## src/design/gtdf_pkg.sv

```systemverilog
package gtdf_pkg;

  localparam int unsigned PIX_BITS   = 8;
  localparam int unsigned SUM_BITS   = 15;
  localparam int unsigned RECIP_BITS = 13;
  localparam int unsigned PROD_BITS  = SUM_BITS + RECIP_BITS;
  localparam int unsigned GRAY_SHIFT = 19;
  localparam int unsigned PCT_BITS   = 7;
  localparam int unsigned CFG_IDX_BITS  = 2;
  localparam int unsigned CFG_DATA_BITS = 8;

  localparam logic [SUM_BITS-1:0]   W_RED      = 15'd30;
  localparam logic [SUM_BITS-1:0]   W_GREEN    = 15'd59;
  localparam logic [SUM_BITS-1:0]   W_BLUE     = 15'd11;
  localparam logic [RECIP_BITS-1:0] GRAY_RECIP = 13'd5243;
  localparam logic [PCT_BITS-1:0]   PCT_SCALE  = 7'd100;

  localparam logic [CFG_IDX_BITS-1:0] CFG_THRESHOLD = 2'd0;
  localparam logic [CFG_IDX_BITS-1:0] CFG_DARK      = 2'd1;

  localparam logic [PIX_BITS-1:0] THRESHOLD_RST = 8'd127;
  localparam logic [PCT_BITS-1:0] DARK_RST      = 7'd50;

  typedef struct packed {
    logic [PIX_BITS-1:0] gray;
    logic                white;
    logic                last;
  } pix_t;

endpackage

```

## src/design/gtdf_queue.sv

```systemverilog
module gtdf_queue #(
  parameter int unsigned WIDTH = 8,
  parameter int unsigned DEPTH = 4
) (
  input  logic             clk_i,
  input  logic             rst_ni,
  input  logic             push_i,
  input  logic [WIDTH-1:0] push_data_i,
  output logic             full_o,
  input  logic             pop_i,
  output logic [WIDTH-1:0] pop_data_o,
  output logic             valid_o
);

  localparam int unsigned PTR_BITS = (DEPTH > 1) ? $clog2(DEPTH) : 1;
  localparam int unsigned CNT_BITS = $clog2(DEPTH + 1);

  logic [WIDTH-1:0]    mem_q [DEPTH];
  logic [PTR_BITS-1:0] wr_ptr_q, wr_ptr_d, rd_ptr_q, rd_ptr_d;
  logic [CNT_BITS-1:0] count_q, count_d;
  logic                do_push, do_pop;

  assign full_o     = (count_q == CNT_BITS'(DEPTH));
  assign valid_o    = (count_q != '0);
  assign pop_data_o = mem_q[rd_ptr_q];
  assign do_push    = push_i && !full_o;
  assign do_pop     = pop_i && valid_o;

  always_comb begin
    wr_ptr_d = wr_ptr_q;
    rd_ptr_d = rd_ptr_q;
    count_d  = count_q;
    if (do_push) begin
      wr_ptr_d = (wr_ptr_q == PTR_BITS'(DEPTH - 1)) ? '0 : wr_ptr_q + 1'b1;
    end
    if (do_pop) begin
      rd_ptr_d = (rd_ptr_q == PTR_BITS'(DEPTH - 1)) ? '0 : rd_ptr_q + 1'b1;
    end
    if (do_push && !do_pop) begin
      count_d = count_q + 1'b1;
    end else if (do_pop && !do_push) begin
      count_d = count_q - 1'b1;
    end
  end

  always_ff @(posedge clk_i or negedge rst_ni) begin
    if (!rst_ni) begin
      wr_ptr_q <= '0;
      rd_ptr_q <= '0;
      count_q  <= '0;
    end else begin
      wr_ptr_q <= wr_ptr_d;
      rd_ptr_q <= rd_ptr_d;
      count_q  <= count_d;
    end
  end

  always_ff @(posedge clk_i) begin
    if (do_push) begin
      mem_q[wr_ptr_q] <= push_data_i;
    end
  end

endmodule

```

## src/design/gtdf_front.sv

```systemverilog
module gtdf_front
  import gtdf_pkg::*;
#(
  parameter int unsigned COUNT_BITS = 24
) (
  input  logic                  clk_i,
  input  logic                  rst_ni,
  input  logic [PIX_BITS-1:0]   threshold_i,
  input  logic                  in_valid_i,
  output logic                  in_ready_o,
  input  logic [PIX_BITS-1:0]   red_i,
  input  logic [PIX_BITS-1:0]   green_i,
  input  logic [PIX_BITS-1:0]   blue_i,
  input  logic                  last_i,
  input  logic                  q_full_i,
  output logic                  q_push_o,
  output pix_t                  q_pix_o,
  output logic [COUNT_BITS-1:0] q_black_o,
  output logic [COUNT_BITS-1:0] q_total_o
);

  logic                  a_valid_q;
  logic [SUM_BITS-1:0]   a_sum_q, a_sum_d;
  logic                  a_last_q;
  logic                  a_ready, a_take;

  logic                  b_valid_q;
  pix_t                  b_pix_q, b_pix_d;
  logic                  b_ready, b_take;
  logic [PROD_BITS-1:0]  b_prod;

  logic [COUNT_BITS-1:0] black_q, black_d, total_q, total_d;
  logic [COUNT_BITS-1:0] black_inc, total_inc;

  assign a_ready    = !a_valid_q || b_ready;
  assign in_ready_o = a_ready;
  assign a_take     = in_valid_i && a_ready;

  assign a_sum_d = W_RED * SUM_BITS'(red_i) + W_GREEN * SUM_BITS'(green_i)
                 + W_BLUE * SUM_BITS'(blue_i);

  assign b_ready = !b_valid_q || !q_full_i;
  assign b_take  = a_valid_q && b_ready;
  assign b_prod  = PROD_BITS'(a_sum_q) * PROD_BITS'(GRAY_RECIP);

  always_comb begin
    b_pix_d.gray  = b_prod[GRAY_SHIFT +: PIX_BITS];
    b_pix_d.white = (b_prod[GRAY_SHIFT +: PIX_BITS] > threshold_i);
    b_pix_d.last  = a_last_q;
  end

  assign q_push_o  = b_valid_q && !q_full_i;
  assign total_inc = (total_q == '1) ? total_q : total_q + 1'b1;
  assign black_inc = b_pix_q.white ? black_q
                   : ((black_q == '1) ? black_q : black_q + 1'b1);
  assign q_pix_o   = b_pix_q;
  assign q_black_o = black_inc;
  assign q_total_o = total_inc;

  always_comb begin
    black_d = black_q;
    total_d = total_q;
    if (q_push_o) begin
      black_d = b_pix_q.last ? '0 : black_inc;
      total_d = b_pix_q.last ? '0 : total_inc;
    end
  end

  always_ff @(posedge clk_i or negedge rst_ni) begin
    if (!rst_ni) begin
      a_valid_q <= 1'b0;
      b_valid_q <= 1'b0;
      black_q   <= '0;
      total_q   <= '0;
    end else begin
      if (a_ready) begin
        a_valid_q <= in_valid_i;
      end
      if (b_ready) begin
        b_valid_q <= a_valid_q;
      end
      black_q <= black_d;
      total_q <= total_d;
    end
  end

  always_ff @(posedge clk_i) begin
    if (a_take) begin
      a_sum_q  <= a_sum_d;
      a_last_q <= last_i;
    end
    if (b_take) begin
      b_pix_q <= b_pix_d;
    end
  end

  assert property (@(posedge clk_i) disable iff (!rst_ni) black_q <= total_q)
    else $error("black count exceeds pixel count");

  assert property (@(posedge clk_i) disable iff (!rst_ni)
                   (q_push_o && b_pix_q.last) |=> (total_q == '0 && black_q == '0))
    else $error("counters not cleared after frame end");

  assert property (@(posedge clk_i) disable iff (!rst_ni)
                   (b_valid_q && q_full_i) |=> (b_valid_q && $stable(b_pix_q)))
    else $error("front stage lost a pixel under stall");

endmodule

```

## src/design/gtdf_back.sv

```systemverilog
module gtdf_back
  import gtdf_pkg::*;
#(
  parameter int unsigned COUNT_BITS = 24
) (
  input  logic                  clk_i,
  input  logic                  rst_ni,
  input  logic [PCT_BITS-1:0]   dark_pct_i,
  input  logic                  q_valid_i,
  output logic                  q_pop_o,
  input  pix_t                  q_pix_i,
  input  logic [COUNT_BITS-1:0] q_black_i,
  input  logic [COUNT_BITS-1:0] q_total_i,
  output logic                  out_valid_o,
  input  logic                  out_ready_i,
  output pix_t                  out_pix_o,
  output logic                  out_dark_o
);

  localparam int unsigned MUL_BITS = COUNT_BITS + PCT_BITS;

  logic                c_valid_q;
  pix_t                c_pix_q;
  logic [MUL_BITS-1:0] c_black_q, c_total_q;
  logic                c_ready, c_take;

  logic                d_valid_q;
  pix_t                d_pix_q;
  logic                d_dark_q;
  logic                d_ready, d_take;

  assign d_ready = !d_valid_q || out_ready_i;
  assign c_ready = !c_valid_q || d_ready;
  assign q_pop_o = q_valid_i && c_ready;
  assign c_take  = q_pop_o;
  assign d_take  = c_valid_q && d_ready;

  always_ff @(posedge clk_i or negedge rst_ni) begin
    if (!rst_ni) begin
      c_valid_q <= 1'b0;
      d_valid_q <= 1'b0;
    end else begin
      if (c_ready) begin
        c_valid_q <= q_valid_i;
      end
      if (d_ready) begin
        d_valid_q <= c_valid_q;
      end
    end
  end

  always_ff @(posedge clk_i) begin
    if (c_take) begin
      c_pix_q   <= q_pix_i;
      c_black_q <= MUL_BITS'(q_black_i) * MUL_BITS'(PCT_SCALE);
      c_total_q <= MUL_BITS'(q_total_i) * MUL_BITS'(dark_pct_i);
    end
    if (d_take) begin
      d_pix_q  <= c_pix_q;
      d_dark_q <= c_pix_q.last && (c_black_q > c_total_q);
    end
  end

  assign out_valid_o = d_valid_q;
  assign out_pix_o   = d_pix_q;
  assign out_dark_o  = d_dark_q;

endmodule

```

## src/design/gray_threshold_dark_frame_classifier_unit.sv

```systemverilog
// Gray threshold dark frame classifier.
// Slave stream: one RGB pixel per beat, tdata = {blue, green, red} with red in
// the low byte, tlast marks the last pixel of a frame.
// Master stream: one result beat per pixel, tdata = gray level, tuser[0] =
// white pixel, tuser[1] = nearly black (only on the frame's last beat), tlast =
// frame done.
// Config channel: cfg_index_i 0 writes the binarize threshold, 1 writes the
// dark percentage; other indexes are ignored. Write only while the stream is
// idle; cfg_ready_o is always high.
// Throughput: one pixel per cycle sustained while m_axis_tready stays high.
// An input beat passes the sum, divide-by-100 and classify, queue, verdict
// multiply and output registers on its way to output tvalid.
// The front half classifies and counts, a 4-entry queue decouples it from the
// back half, which forms the frame verdict; a stalled receiver fills the
// queue and then drops s_axis_tready.
// Reset clears both frame counters, empties the pipeline and queue, and loads
// threshold 127 and dark percentage 50.
module gray_threshold_dark_frame_classifier_unit
  import gtdf_pkg::*;
#(
  parameter int unsigned COUNT_BITS = 24
) (
  input  logic                     clk_i,
  input  logic                     rst_ni,
  input  logic                     cfg_valid_i,
  output logic                     cfg_ready_o,
  input  logic [CFG_IDX_BITS-1:0]  cfg_index_i,
  input  logic [CFG_DATA_BITS-1:0] cfg_data_i,
  input  logic                     s_axis_tvalid,
  output logic                     s_axis_tready,
  input  logic [23:0]              s_axis_tdata,  // red, green, blue
  input  logic                     s_axis_tlast,  // frame_last
  output logic                     m_axis_tvalid,
  input  logic                     m_axis_tready,
  output logic [7:0]               m_axis_tdata,  // gray_level
  output logic [1:0]               m_axis_tuser,  // white_pixel, nearly_black
  output logic                     m_axis_tlast   // frame_done
);

  localparam int unsigned Q_DEPTH = 4;
  localparam int unsigned Q_WIDTH = $bits(pix_t) + 2 * COUNT_BITS;

  logic [PIX_BITS-1:0]   threshold_q;
  logic [PCT_BITS-1:0]   dark_q;

  logic                  q_push, q_full, q_pop, q_valid;
  pix_t                  push_pix, pop_pix, out_pix;
  logic [COUNT_BITS-1:0] push_black, push_total, pop_black, pop_total;
  logic [Q_WIDTH-1:0]    push_data, pop_data;
  logic                  out_dark;

  assign cfg_ready_o = 1'b1;

  always_ff @(posedge clk_i or negedge rst_ni) begin
    if (!rst_ni) begin
      threshold_q <= THRESHOLD_RST;
      dark_q      <= DARK_RST;
    end else if (cfg_valid_i) begin
      case (cfg_index_i)
        CFG_THRESHOLD: threshold_q <= cfg_data_i[PIX_BITS-1:0];
        CFG_DARK:      dark_q      <= cfg_data_i[PCT_BITS-1:0];
        default:       ;
      endcase
    end
  end

  gtdf_front #(
    .COUNT_BITS(COUNT_BITS)
  ) u_front (
    .clk_i      (clk_i),
    .rst_ni     (rst_ni),
    .threshold_i(threshold_q),
    .in_valid_i (s_axis_tvalid),
    .in_ready_o (s_axis_tready),
    .red_i      (s_axis_tdata[7:0]),
    .green_i    (s_axis_tdata[15:8]),
    .blue_i     (s_axis_tdata[23:16]),
    .last_i     (s_axis_tlast),
    .q_full_i   (q_full),
    .q_push_o   (q_push),
    .q_pix_o    (push_pix),
    .q_black_o  (push_black),
    .q_total_o  (push_total)
  );

  assign push_data = {push_black, push_total, push_pix};
  assign {pop_black, pop_total, pop_pix} = pop_data;

  gtdf_queue #(
    .WIDTH(Q_WIDTH),
    .DEPTH(Q_DEPTH)
  ) u_queue (
    .clk_i      (clk_i),
    .rst_ni     (rst_ni),
    .push_i     (q_push),
    .push_data_i(push_data),
    .full_o     (q_full),
    .pop_i      (q_pop),
    .pop_data_o (pop_data),
    .valid_o    (q_valid)
  );

  gtdf_back #(
    .COUNT_BITS(COUNT_BITS)
  ) u_back (
    .clk_i      (clk_i),
    .rst_ni     (rst_ni),
    .dark_pct_i (dark_q),
    .q_valid_i  (q_valid),
    .q_pop_o    (q_pop),
    .q_pix_i    (pop_pix),
    .q_black_i  (pop_black),
    .q_total_i  (pop_total),
    .out_valid_o(m_axis_tvalid),
    .out_ready_i(m_axis_tready),
    .out_pix_o  (out_pix),
    .out_dark_o (out_dark)
  );

  assign m_axis_tdata = out_pix.gray;
  assign m_axis_tuser = {out_dark, out_pix.white};
  assign m_axis_tlast = out_pix.last;

endmodule
```

## config.mk

```make
export PLATFORM = sky130hd
export DESIGN_NAME = gray_threshold_dark_frame_classifier_unit
export DESIGN_NICKNAME = d
export VERILOG_FILES = /design/src/design/gtdf_pkg.sv /design/src/design/gtdf_queue.sv /design/src/design/gtdf_front.sv /design/src/design/gtdf_back.sv /design/src/design/gray_threshold_dark_frame_classifier_unit.sv
export SDC_FILE = /design/constraint.sdc
export NUM_CORES = 1
export LEC_CHECK = 0
export CELL_PAD_IN_SITES_DETAIL_PLACEMENT = 1
export CELL_PAD_IN_SITES_GLOBAL_PLACEMENT = 1
export CORE_UTILIZATION = 58
export DETAILED_ROUTE_END_ITERATION = 8
export DONT_BUFFER_PORTS = 1
export PLACE_DENSITY_LB_ADDON = 0.1
export SYNTH_ARGS = -nofsm -noshare
export SYNTH_HDL_FRONTEND = slang
export SYNTH_SLANG_ARGS = --single-unit
```

## constraint.sdc

```tcl
create_clock -name clk_i -period 10.9 [get_ports clk_i]
set_input_delay 1.09 -clock clk_i [delete_from_list [all_inputs] [get_ports clk_i]]
set_output_delay 1.09 -clock clk_i [all_outputs]
set_load 0.01 [all_outputs]
```

==> results_tabular.tex, run 1 <==
\begin{tabular}{lr}
\hline
Metric & Value \\
\hline
\multicolumn{2}{l}{\textbf{Die}} \\
Starting utilization of the core area & 0.589 \\
FP Rows & 84 \\
Ports placed on the boundary & 54 \\
Vertical die dimension & 233 um \\
Chip width & 233 um \\
Core Region & 52700 um\^{}2 \\
Area of the die & 54400 um\^{}2 \\
\multicolumn{2}{l}{\textbf{STA}} \\
Final Hold Violating Endpoints & 0 \\
Min cycle time layout & 6.70 ns \\
Final-layout setup total negative slack & 0 ns \\
Clock skew after layout & 0.0206 ns \\
Headroom to the max-slew limit & 0.189 \\
Final period util & 0.615 \\
Unrepaired setup endpoints after global routing & no \\
Maximum operating frequency & 149 MHz \\
Slew at the pin with the worst max-slew slack & 1.22 ns \\
Final setup violating endpoints & 0 \\
Number of pins exceeding their max-slew limit in the final report & 0 \\
\multicolumn{2}{l}{\textbf{Logic synthesis}} \\
Number of enable flip-flop cells after synthesis & 339 \\
Post-synthesis cell area & 31000 um\^{}2 \\
Avg Synthesized Cell Area & 11.7 um\^{}2 \\
Most common cell in the synthesized netlist & inv\_1 \\
Number of warning messages in the yosys log & 0 \\
Ys async rst share & 0.179 \\
Flip-flop cell with the highest count after synthesis & edfxtp\_1 \\
Synthesized netlist net count & 3283 \\
Area share of the leading cell type in the synthesized netlist & 0.328 \\
Cell taking the most area after synthesis & edfxtp\_1 \\
Gate count after technology mapping & 2650 \\
Part of the Yosys area used for sequential elements & 0.388 \\
Post-synthesis cell type count & 76 \\
Synth top area cells & edfxtp\_1 33\%, fa\_1 17\%, ha\_1 13\%, inv\_1 6.0\%, dfrtp\_1 5.2\% \\
Most used standard cells in the synthesized netlist & 495 x inv\_1, 339 x edfxtp\_1, 332 x ha\_1 \\
Number of synthesized register bits & 413 \\
\multicolumn{2}{l}{\textbf{Run status}} \\
Status & complete, no violations \\
\multicolumn{2}{l}{\textbf{GRT}} \\
Initial antenna violation count & 1 \\
Global-route wire length before repair & 120000 um \\
Number of global-route vias before repair & 22413 \\
Total grt overflow & 0 \\
Largest net degree at the start of global routing & 75 \\
Total GRT Usage & 0.288 \\
\multicolumn{2}{l}{\textbf{CTS}} \\
Number of gates given a new drive strength after cts & 0 \\
CTS Hold Buffers Added & 0 \\
Clock Tree Buf Depth & 3 \\
Number of buffers added by the clock tree synthesis step & 44 \\
Insertion delay to the later sink of the worst-skew pair & 0.59 ns \\
Clock tree root driver cell & clkbuf\_16 \\
Post-CTS setup buffers & 0 \\
Clk sinks & 413 \\
Number of H-tree branching levels & 2 \\
CTS tree & yes \\
Clock transition at path regs & 0.06 ns \\
\multicolumn{2}{l}{\textbf{Placement}} \\
Count of buffers from port buffering & 0 \\
Half-perimeter wire length after placement & 56700 um \\
Routability congestion estimate from global placement & 0.852 \\
\multicolumn{2}{l}{\textbf{Critical path}} \\
Crit path kind & reg -> reg \\
Worst-case reg-to-reg path depth & 16 \\
Critical R2R Capture & u\_back.c\_total\_q[22] \\
Data required time at the worst endpoint & 11.22 ns \\
Startpoint of the lowest-slack register-to-register path & u\_queue.rd\_ptr\_q[0] \\
Crit path arrival time & 7.02 ns \\
Crit. End Element & flop \\
Slack of the worst reg-to-reg path & 4.20 ns \\
Critical path peak fanout & 49 \\
CP Launch Type & flop \\
\multicolumn{2}{l}{\textbf{Drt}} \\
Average via count per standard cell & 5.85 \\
Number of detailed-route iterations in the first pass & 4 \\
Number of nets with antenna violations after detailed routing & 0 \\
Average routed wire per standard cell & 22.1 um \\
Via count & 19690 \\
Total DRC errors in the routed layout & 0 \\
Final wirelength & 74400 um \\
Violation count after the first detailed-routing iteration & 872 \\
\multicolumn{2}{l}{\textbf{Cells and area}} \\
Layout overhead on the synthesized area & 7.05\% \\
Share of layout cells above drive strength 1 & 0.0679 \\
Final Net Count & 3276 \\
\# diodes & 0 \\
\multicolumn{2}{l}{\textbf{Flow run}} \\
Count of maximum capacitance violations & 0 \\
\multicolumn{2}{l}{\textbf{Min path}} \\
Worst hold path type & in -> async \\
\hline
\end{tabular}
-- cell usage in the layout, fill, tap and decap left out, types with 9 or more instances in the layout --
master,synthesis,routed
buf_4,2,12
dfrtp_1,64,62
clkbuf_16,0,44
dfstp_2,10,10
nand3_1,34,34
o21ai_0,98,98
a21oi_1,93,92
mux4_2,58,58
clkbuf_1,42,11
a211oi_1,14,14
o21a_1,9,9
fa_1,261,261
o21bai_1,17,17
nor2_1,64,63
edfxtp_1,339,339
xnor2_1,88,88
a21o_1,54,54
xor2_1,37,37
nand2b_1,10,10
a31oi_1,21,21
or3_1,9,9
nor3_1,21,21
ha_1,332,332
inv_1,495,495
o31ai_1,27,27
mux2_2,13,13
nand2_1,217,217
nand4_1,24,24
and2_1,55,55
and3_1,19,15
-- worst max path at each step --
stage | start | to | cells after the start
after floorplan | u_queue.rd_ptr_q[0] | u_back.c_total_q[24] | 20
after global placement | u_queue.rd_ptr_q[0] | u_back.c_total_q[24] | 16
after detailed placement | u_queue.rd_ptr_q[0] | u_back.c_total_q[24] | 16
after CTS | u_queue.rd_ptr_q[0] | u_back.c_total_q[24] | 16
after global routing | u_queue.rd_ptr_q[0] | u_back.c_total_q[22] | 16
final | u_queue.rd_ptr_q[0] | u_back.c_total_q[22] | 16
-- worst max-delay path, cell delays in order (launching register included) --
cell,delay [ns]
dfrtp_4,0.58
buf_4,0.80
mux4_2,0.71
nand2_1,0.14
fa_1,0.45
fa_1,0.51
fa_1,0.54
inv_1,0.05
fa_1,0.47
ha_1,0.35
o21ai_0,0.10
o21bai_1,0.12
a211oi_1,0.64
o2bb2ai_1,0.32
o21ai_1,0.24
a21oi_1,0.27
xnor2_1,0.12
-- metal layers --
metal,vias up,track usage,share of wire
met5,-,0,0
met4,0,0.0764,0.023
met3,102,0.0364,0.035
met2,377,0.529,0.53
met1,10192,0.356,0.41
li1,9019,-,-
-- cell families (layout without fill, tap and decap cells) --
family | count (synthesis) | in the layout | synth area share
AO/OA/AOI/OAI | 386 | 386 | 0.0794
XOR/XNOR | 125 | 125 | 0.0353
adder cells (fa/ha/maj) | 593 | 593 | 0.302
buffers and inverters | 560 | 589 | 0.0691
flip-flops | 413 | 413 | 0.388
multiplexers | 73 | 73 | 0.0475
other | 1 | 1 | 0.000121
AND/OR/NAND/NOR | 499 | 499 | 0.0777
-- stage by stage --
step	setup WS (ns)	util	cells	cell area (um^2)	hold WS [ns]
2_1_floorplan	4.79	-	2650	31000	0.400
3_3_place_gp	4.28	0.602	3285	31700	0.409
3_5_place_dp	4.18	0.602	3285	31700	0.412
4_1_cts	4.13	0.630	3367	33200	0.179
5_1_grt	3.85	0.630	3367	33200	0.182
6_report	4.20	0.630	3367	33200	0.203
-- flip-flops by register name, indices dropped and copies added, names as in the netlist --
name / flops
u_front.q_pix_o: 10
u_queue.mem_q: 232
u_queue.count_q: 3
threshold_q: 8
u_front.total_q: 24
dark_q: 7
u_back.out_valid_o: 1
u_front.black_q: 24
u_front.a_sum_q: 15
u_back.out_pix_o: 10
u_back.c_valid_q: 1
u_queue.rd_ptr_q: 2
u_back.c_total_q: 31
u_back.c_black_q: 29
u_front.b_valid_q: 1
u_front.a_valid_q: 1
u_queue.wr_ptr_q: 2
u_back.c_pix_q: 10
u_front.a_last_q: 1
u_back.out_dark_o: 1
-- layout make-up --
type                            count  area [um^2]
Fill cell                        5266        19500
Multi-Input combinational cell   1677        16800
Sequential cell                   413        12000
Inverter                          495         1860
Clock buffer                       59         1200
Tap cell                          688          861
Clock inverter                     23          298
Timing Repair Buffer               12         90.1
Power of run 1 is not shown: default switching activity piles up to over one toggle a cycle in this logic, so the estimate is an artifact.
==> run 2: changes to the inputs <==
Settings changed: CORE_UTILIZATION 58 to 54.
Clock period 10.9 ns to 6.8 ns, I/O delays scaled along.
==> results_tabular.tex, run 2 (synthesis gave the netlist of run 1 again) <==
\begin{tabular}{lr}
\hline
Metric & Value \\
\hline
\multicolumn{2}{l}{\textbf{CTS}} \\
Number of H-tree branching levels & 2 (unchanged) \\
Clock Tree Buf Depth & 3 (unchanged) \\
Number of gates given a new drive strength after cts & 0 (unchanged) \\
Clk sinks & 413 (unchanged) \\
CTS Hold Buffers Added & 2 (was 0) \\
Number of buffers added by the clock tree synthesis step & 46 (was 44) \\
Insertion delay to the later sink of the worst-skew pair & 0.59 ns (about the same) \\
Post-CTS setup buffers & 0 (unchanged) \\
Clock transition at path regs & 0.06 ns (about the same) \\
Clock tree root driver cell & clkbuf\_16 (unchanged) \\
CTS tree & yes (unchanged) \\
\multicolumn{2}{l}{\textbf{STA}} \\
Worst setup slack after layout & 0.615 ns (was 4.20 ns) \\
Number of pins exceeding their max-slew limit in the final report & 0 (unchanged) \\
Final Hold Violating Endpoints & 0 (unchanged) \\
Slew at the pin with the worst max-slew slack & 1.14 ns (was 1.22 ns) \\
Maximum operating frequency & 162 MHz (was 149 MHz) \\
Headroom to the max-slew limit & 0.239 (was 0.189) \\
Final period util & 0.910 (was 0.615) \\
Min cycle time layout & 6.19 ns (was 6.70 ns) \\
Final setup violating endpoints & 0 (unchanged) \\
Final-layout setup total negative slack & 0 ns (unchanged) \\
Unrepaired setup endpoints after global routing & no (unchanged) \\
Clock skew after layout & 0.0137 ns (was 0.0206 ns) \\
\multicolumn{2}{l}{\textbf{Min path}} \\
Depth of the worst hold-timing path & 0 \\
Worst hold path type & in -> reg (was in -> async) \\
\multicolumn{2}{l}{\textbf{Critical path}} \\
Critical R2R Capture & u\_back.c\_total\_q[24] (was u\_back.c\_total\_q[22]) \\
Most frequent CP cell & fa\_1 (unchanged) \\
Slack of the worst reg-to-reg path & 0.61 ns (was 4.20 ns) \\
Crit path kind & reg -> reg (unchanged) \\
CP Capture Point & u\_back.c\_total\_q[24] (was u\_back.c\_total\_q[22]) \\
Largest stage delay on the critical path & 0.63 ns (was 0.80 ns) \\
Critical path peak fanout & 14 (was 49) \\
Worst-case reg-to-reg path depth & 19 (was 16) \\
Startpoint of the lowest-slack register-to-register path & u\_queue.rd\_ptr\_q[0] (unchanged) \\
Crit. End Element & flop (unchanged) \\
Library cell contributing the largest single delay on the critical path & mux4\_2 (was buf\_4) \\
Critical path origin & u\_queue.rd\_ptr\_q[0] (unchanged) \\
CP Launch Type & flop (unchanged) \\
Sequence of cells on the critical path & buf\_4 > mux4\_2 > nand2\_1 > fa\_1 > fa\_1 > inv\_1 > fa\_1 > inv\_1 > fa\_1 > inv\_1 > ha\_1 > and3\_1 > a31o\_2 > a211oi\_1 > buf\_4 > o2bb2ai\_1 > o21ai\_1 > a41oi\_1 > xnor2\_1 (was buf\_4 > mux4\_2 > nand2\_1 > fa\_1 > fa\_1 > fa\_1 > inv\_1 > fa\_1 > ha\_1 > o21ai\_0 > o21bai\_1 > a211oi\_1 > o2bb2ai\_1 > o21ai\_1 > a21oi\_1 > xnor2\_1) \\
Crit path arrival time & 6.51 ns (was 7.02 ns) \\
Data required time at the worst endpoint & 7.13 ns (was 11.22 ns) \\
\multicolumn{2}{l}{\textbf{Drt}} \\
Total DRC errors in the routed layout & 0 (unchanged) \\
Number of detailed-route iterations in the first pass & 5 (was 4) \\
Via count & 19494 (was 19690) \\
Final wirelength & 74800 um (was 74400 um) \\
Average via count per standard cell & 5.66 (was 5.85) \\
Number of nets with antenna violations after detailed routing & 0 (unchanged) \\
Violation count after the first detailed-routing iteration & 984 (was 872) \\
Average routed wire per standard cell & 21.7 um (was 22.1 um) \\
\multicolumn{2}{l}{\textbf{GRT}} \\
Initial antenna violation count & 0 (was 1) \\
Total GRT Usage & 0.264 (was 0.288) \\
Global-route wire length before repair & 121000 um (was 120000 um) \\
Largest net degree at the start of global routing & 75 (unchanged) \\
Total grt overflow & 0 (unchanged) \\
Number of global-route vias before repair & 22038 (was 22413) \\
\multicolumn{2}{l}{\textbf{Cells and area}} \\
Leading cell types in the layout, fill and taps excluded & 495 x inv\_1, 339 x edfxtp\_1, 332 x ha\_1, 261 x fa\_1, 217 x nand2\_1 (unchanged) \\
Registers with the highest flip-flop counts & u\_queue.mem\_q: 232 flops, u\_back.c\_total\_q: 31 flops, u\_back.c\_black\_q: 29 flops (unchanged) \\
Number of flip-flops under the largest register name & 232 (unchanged) \\
Leading cell type in the layout, fill and taps excluded & inv\_1 (unchanged) \\
Layout overhead on the synthesized area & 7.82\% (was 7.05\%) \\
\# diodes & 0 (unchanged) \\
Final Net Count & 3284 (was 3276) \\
Register ranked first by flip-flop count & u\_queue.mem\_q (unchanged) \\
Share of layout cells above drive strength 1 & 0.0733 (was 0.0679) \\
\multicolumn{2}{l}{\textbf{Flow run}} \\
Count of maximum capacitance violations & 0 (unchanged) \\
\multicolumn{2}{l}{\textbf{Die}} \\
Core Region & 56600 um\^{}2 (was 52700 um\^{}2) \\
Ports placed on the boundary & 54 (unchanged) \\
Area of the die & 58400 um\^{}2 (was 54400 um\^{}2) \\
Starting utilization of the core area & 0.548 (was 0.589) \\
Vertical die dimension & 242 um (was 233 um) \\
Chip width & 242 um (was 233 um) \\
FP Rows & 87 (was 84) \\
\multicolumn{2}{l}{\textbf{Placement}} \\
Routability congestion estimate from global placement & 0.837 (was 0.852) \\
Count of buffers from port buffering & 0 (unchanged) \\
Half-perimeter wire length after placement & 57000 um (was 56700 um) \\
Pre-CTS worst setup slack & 0.612 ns (was 4.18 ns) \\
\multicolumn{2}{l}{\textbf{Run status}} \\
Status & complete, no violations (unchanged) \\
\hline
\end{tabular}
## run 2: cell count changes in the layout (fill, tap and decap cells not counted), moves of 2 or more
cell,previous run,this run
buf_4,12,16
clkbuf_1,11,6
clkbuf_16,44,46
clkbuf_8,4,2
clkinv_2,5,8
inv_6,2,7
## run 2: how the worst min path moves through the flow
| stage | from | slack [ns] | to |
|---|---|---|---|
| 2_1_floorplan | rst_ni | 0.38 | dark_q[0] |
| 3_3_place_gp | rst_ni | 0.39 | u_front.black_q[18] |
| 3_5_place_dp | rst_ni | 0.39 | u_front.black_q[18] |
| 4_1_cts | s_axis_tlast | 0.16 | u_front.a_last_q |
| 5_1_grt | s_axis_tlast | 0.17 | u_front.a_last_q |
| 6_report | s_axis_tlast | 0.19 | u_front.a_last_q |
## run 2: per-layer routing
layer,up-vias,track usage,part of all wire
met3,99,0.0320,0.035
met1,10039,0.337,0.43
met2,313,0.474,0.52
met5,-,0,0
met4,0,0.0663,0.022
li1,9043,-,-
## run 2: through the flow
step,utilization,cells,hold slack [ns],cell area (um^2)
2_1_floorplan,-,2650,0.384,31000
3_3_place_gp,0.562,3357,0.388,31800
3_5_place_dp,0.562,3357,0.387,31800
4_1_cts,0.591,3444,0.160,33400
5_1_grt,0.591,3444,0.172,33400
6_report,0.591,3444,0.190,33400
## run 2: final cells by class
cell class / count / area, um^2
Clock buffer: 54 / 1200
Clock inverter: 31 / 378
Fill cell: 5804 / 23200
Inverter: 495 / 1860
Multi-Input combinational cell: 1677 / 16800
Sequential cell: 413 / 12000
Tap cell: 756 / 946
Timing Repair Buffer: 18 / 158
## run 2: critical path: cells and delay by family (launching register included)
kind	cells	cell delay (ns)
buffers and inverters	5	0.59
flip-flops	1	0.61
XOR/XNOR	1	0.09
AO/OA/AOI/OAI	5	1.25
AND/OR/NAND/NOR	2	0.39
multiplexers	1	0.63
adder cells (fa/ha/maj)	5	2.36
Power of run 2 is left out for the same reason.
==> run 3: changes to the inputs <==
Settings changed: SYNTH_HIERARCHICAL set to 1.
==> results_tabular.tex, run 3 <==
\begin{tabular}{lr}
\hline
Metric & Value \\
\hline
\multicolumn{2}{l}{\textbf{Critical path}} \\
Data required time at the worst endpoint & 7.12 ns (was 7.13 ns) \\
Critical path peak fanout & 6 (was 14) \\
CP Launch Type & flop (unchanged) \\
Worst-case reg-to-reg path depth & 25 (was 19) \\
Startpoint of the lowest-slack register-to-register path & u\_front/a\_sum\_q[9] (was u\_queue.rd\_ptr\_q[0]) \\
Critical path origin & u\_front/a\_sum\_q[9] (was u\_queue.rd\_ptr\_q[0]) \\
Critical R2R Capture & u\_front/q\_pix\_o[1] (was u\_back.c\_total\_q[24]) \\
Slack of the worst reg-to-reg path & 0.34 ns (was 0.61 ns) \\
CP Capture Point & u\_front/q\_pix\_o[1] (was u\_back.c\_total\_q[24]) \\
Crit. End Element & flop (unchanged) \\
Crit path kind & reg -> reg (unchanged) \\
Crit path arrival time & 6.79 ns (was 6.51 ns) \\
\multicolumn{2}{l}{\textbf{Die}} \\
Chip width & 243 um (was 242 um) \\
Ports placed on the boundary & 54 (unchanged) \\
Core Region & 57600 um\^{}2 (was 56600 um\^{}2) \\
Starting utilization of the core area & 0.546 (was 0.548) \\
Area of the die & 59200 um\^{}2 (was 58400 um\^{}2) \\
Vertical die dimension & 243 um (was 242 um) \\
FP Rows & 88 (was 87) \\
\multicolumn{2}{l}{\textbf{CTS}} \\
Clock tree root driver cell & clkbuf\_16 (unchanged) \\
Clk sinks & 413 (unchanged) \\
Post-CTS setup buffers & 0 (unchanged) \\
Number of H-tree branching levels & 2 (unchanged) \\
Clock Tree Buf Depth & 3 (unchanged) \\
CTS Hold Buffers Added & 2 (unchanged) \\
Insertion delay to the later sink of the worst-skew pair & 0.58 ns (was 0.59 ns) \\
Clock transition at path regs & 0.06 ns (about the same) \\
Number of buffers added by the clock tree synthesis step & 46 (unchanged) \\
CTS tree & yes (unchanged) \\
Number of gates given a new drive strength after cts & 0 (unchanged) \\
\multicolumn{2}{l}{\textbf{GRT}} \\
Total grt overflow & 0 (unchanged) \\
Largest net degree at the start of global routing & 75 (unchanged) \\
Total GRT Usage & 0.256 (was 0.264) \\
Initial antenna violation count & 1 (was 0) \\
Number of global-route vias before repair & 22003 (was 22038) \\
Global-route wire length before repair & 119000 um (was 121000 um) \\
\multicolumn{2}{l}{\textbf{Logic synthesis}} \\
Synth top area cells & edfxtp\_1 32\%, fa\_1 17\%, ha\_1 13\%, inv\_1 5.3\%, dfrtp\_1 5.1\% (was edfxtp\_1 33\%, fa\_1 17\%, ha\_1 13\%, inv\_1 6.0\%, dfrtp\_1 5.2\%) \\
Synthesized netlist net count & 3257 (was 3283) \\
Most used standard cells in the synthesized netlist & 447 x inv\_1, 339 x edfxtp\_1, 331 x ha\_1 (was 495 x inv\_1, 339 x edfxtp\_1, 332 x ha\_1) \\
Post-synthesis cell type count & 94 (was 76) \\
Ys async rst share & 0.179 (unchanged) \\
Number of synthesized register bits & 413 (unchanged) \\
Most common cell in the synthesized netlist & inv\_1 (unchanged) \\
Flip-flop cell with the highest count after synthesis & edfxtp\_1 (unchanged) \\
Cell taking the most area after synthesis & edfxtp\_1 (unchanged) \\
Area share of the leading cell type in the synthesized netlist & 0.323 (was 0.328) \\
Number of warning messages in the yosys log & 6 (was 0) \\
Part of the Yosys area used for sequential elements & 0.383 (was 0.388) \\
Number of enable flip-flop cells after synthesis & 339 (unchanged) \\
Avg Synthesized Cell Area & 12.0 um\^{}2 (was 11.7 um\^{}2) \\
Post-synthesis cell area & 31500 um\^{}2 (was 31000 um\^{}2) \\
Gate count after technology mapping & 2625 (was 2650) \\
\multicolumn{2}{l}{\textbf{Cells and area}} \\
Filler instances & 5835 (was 5804) \\
Layout overhead on the synthesized area & 7.18\% (was 7.82\%) \\
Register ranked first by flip-flop count & u\_queue/mem\_q (was u\_queue.mem\_q) \\
Number of flip-flops under the largest register name & 232 (unchanged) \\
Leading cell types in the layout, fill and taps excluded & 447 x inv\_1, 339 x edfxtp\_1, 331 x ha\_1, 261 x fa\_1, 157 x nand2\_1 (was 495 x inv\_1, 339 x edfxtp\_1, 332 x ha\_1, 261 x fa\_1, 217 x nand2\_1) \\
End-of-flow core utilization & 0.586 (was 0.591) \\
Final Net Count & 3253 (was 3284) \\
Leading cell type in the layout, fill and taps excluded & inv\_1 (unchanged) \\
Registers with the highest flip-flop counts & u\_queue/mem\_q: 232 flops, u\_back/c\_total\_q: 31 flops, u\_back/c\_black\_q: 29 flops (was u\_queue.mem\_q: 232 flops, u\_back.c\_total\_q: 31 flops, u\_back.c\_black\_q: 29 flops) \\
Share of layout cells above drive strength 1 & 0.0877 (was 0.0733) \\
\multicolumn{2}{l}{\textbf{Drt}} \\
Via count & 19249 (was 19494) \\
Total DRC errors in the routed layout & 2 (was 0) \\
Number of nets with antenna violations after detailed routing & 0 (unchanged) \\
Violation count after the first detailed-routing iteration & 823 (was 984) \\
Wire length on met3 & 2090 um (was 2620 um) \\
Final wirelength & 73300 um (was 74800 um) \\
Number of detailed-route iterations in the first pass & 6 (was 5) \\
Top routing layer used & met4 (unchanged) \\
Detailed route wirelength on metal2 & 38700 um (was 38600 um) \\
Average routed wire per standard cell & 21.4 um (was 21.7 um) \\
Met1 Routed Length & 30900 um (was 31900 um) \\
Average via count per standard cell & 5.62 (was 5.66) \\
\multicolumn{2}{l}{\textbf{Placement}} \\
Half-perimeter wire length after placement & 56200 um (was 57000 um) \\
Routability congestion estimate from global placement & 0.848 (was 0.837) \\
Count of buffers from port buffering & 0 (unchanged) \\
\multicolumn{2}{l}{\textbf{Min path}} \\
Worst hold path type & in -> reg (unchanged) \\
\multicolumn{2}{l}{\textbf{STA}} \\
Number of pins exceeding their max-slew limit in the final report & 0 (unchanged) \\
Final-layout setup total negative slack & 0 ns (unchanged) \\
Final period util & 0.950 (was 0.910) \\
Headroom to the max-slew limit & 0.216 (was 0.239) \\
Final Hold Violating Endpoints & 0 (unchanged) \\
Maximum operating frequency & 155 MHz (was 162 MHz) \\
Final setup violating endpoints & 0 (unchanged) \\
Clock skew after layout & 0.0155 ns (was 0.0137 ns) \\
Min cycle time layout & 6.46 ns (was 6.19 ns) \\
Unrepaired setup endpoints after global routing & no (unchanged) \\
Slew at the pin with the worst max-slew slack & 1.17 ns (was 1.14 ns) \\
\multicolumn{2}{l}{\textbf{Run status}} \\
Violations in the final reports & design-rule violations \\
Status & finished with violations (was complete, no violations) \\
\multicolumn{2}{l}{\textbf{Flow run}} \\
Count of maximum capacitance violations & 0 (unchanged) \\
\hline
\end{tabular}
[run 3: cell types whose count changed after synthesis, moves of 11 or more]
cell / before / now
and2_1: 55 / 128
inv_1: 495 / 447
mux2i_1: 2 / 16
nand2_1: 217 / 157
nor2_1: 64 / 82
o21ai_0: 98 / 68
o21ai_1: 3 / 20
xnor2_1: 88 / 77
[run 3: cell type report]
| type | instances | area (um^2) | share of cell area |
|---|---|---|---|
| Tap cell | 765 | 957 | 0.0284 |
| Sequential cell | 413 | 12000 | 0.357 |
| Multi-Input combinational cell | 1697 | 17400 | 0.515 |
| Inverter | 447 | 1680 | 0.0497 |
| Antenna cell | 1 | 2.50 | 0.0000742 |
| Timing Repair Buffer | 16 | 143 | 0.00423 |
| Clock inverter | 16 | 191 | 0.00568 |
| Clock buffer | 69 | 1350 | 0.0400 |
[run 3: worst min-delay path by stage]
stage / cells past startpoint / startpoint / endpoint / slack [ns]
2_1_floorplan: 0 / rst_ni / dark_q[0] / 0.38
3_3_place_gp: 0 / rst_ni / dark_q[0] / 0.39
3_5_place_dp: 0 / rst_ni / dark_q[6] / 0.39
4_1_cts: 0 / s_axis_tlast / u_front/a_last_q / 0.17
5_1_grt: 0 / s_axis_tlast / u_front/a_last_q / 0.17
6_report: 0 / s_axis_tlast / u_front/a_last_q / 0.20
[run 3: per-stage QoR]
step	instance area [um^2]	hold WS (ns)	cells	setup slack, ns
5_1_grt	33700	0.175	3423	0.00277
4_1_cts	33700	0.167	3423	0.314
3_3_place_gp	32100	0.386	3336	0.537
6_report	33700	0.196	3424	0.338
3_5_place_dp	32100	0.385	3336	0.314
2_1_floorplan	31500	0.384	2625	0.850
[run 3: cell families (layout without fill, tap and decap cells)]
logic type | Yosys count | in the layout | synth area share
other cells | 1 | 2 | 0.000119
buf+inv | 515 | 548 | 0.0665
compound gates | 349 | 349 | 0.0714
xor+xnor | 121 | 121 | 0.0337
fa+ha+maj | 592 | 592 | 0.298
mux | 96 | 96 | 0.0545
flops | 413 | 413 | 0.383
simple gates | 538 | 538 | 0.0935
[run 3: metal layers]
layer  up-vias  GRT usage
li1       8945          -
met1      9973      0.321
met2       244      0.471
met3        87     0.0260
met4         0     0.0649
met5         -          0
[run 3: critical path, stage by stage, from the launching register on]
cell and delay (ns):
edfxtp_1 0.56, ha_1 0.41, fa_1 0.52, fa_1 0.45, fa_1 0.49, inv_1 0.05, fa_1 0.53, inv_1 0.04
ha_1 0.30, a21o_1 0.18, a221o_1 0.35, a211oi_2 0.22, nor3_1 0.09, a211oi_1 0.33, nor2b_1 0.08, nor2_1 0.13
xnor2_1 0.16, ha_1 0.29, nor2b_1 0.15, o21a_1 0.16, o21ai_0 0.14, nand2b_1 0.07, a21oi_1 0.15, nor2_1 0.05
a211oi_1 0.22, a21oi_1 0.09
Power of run 3 is left out for the same reason.
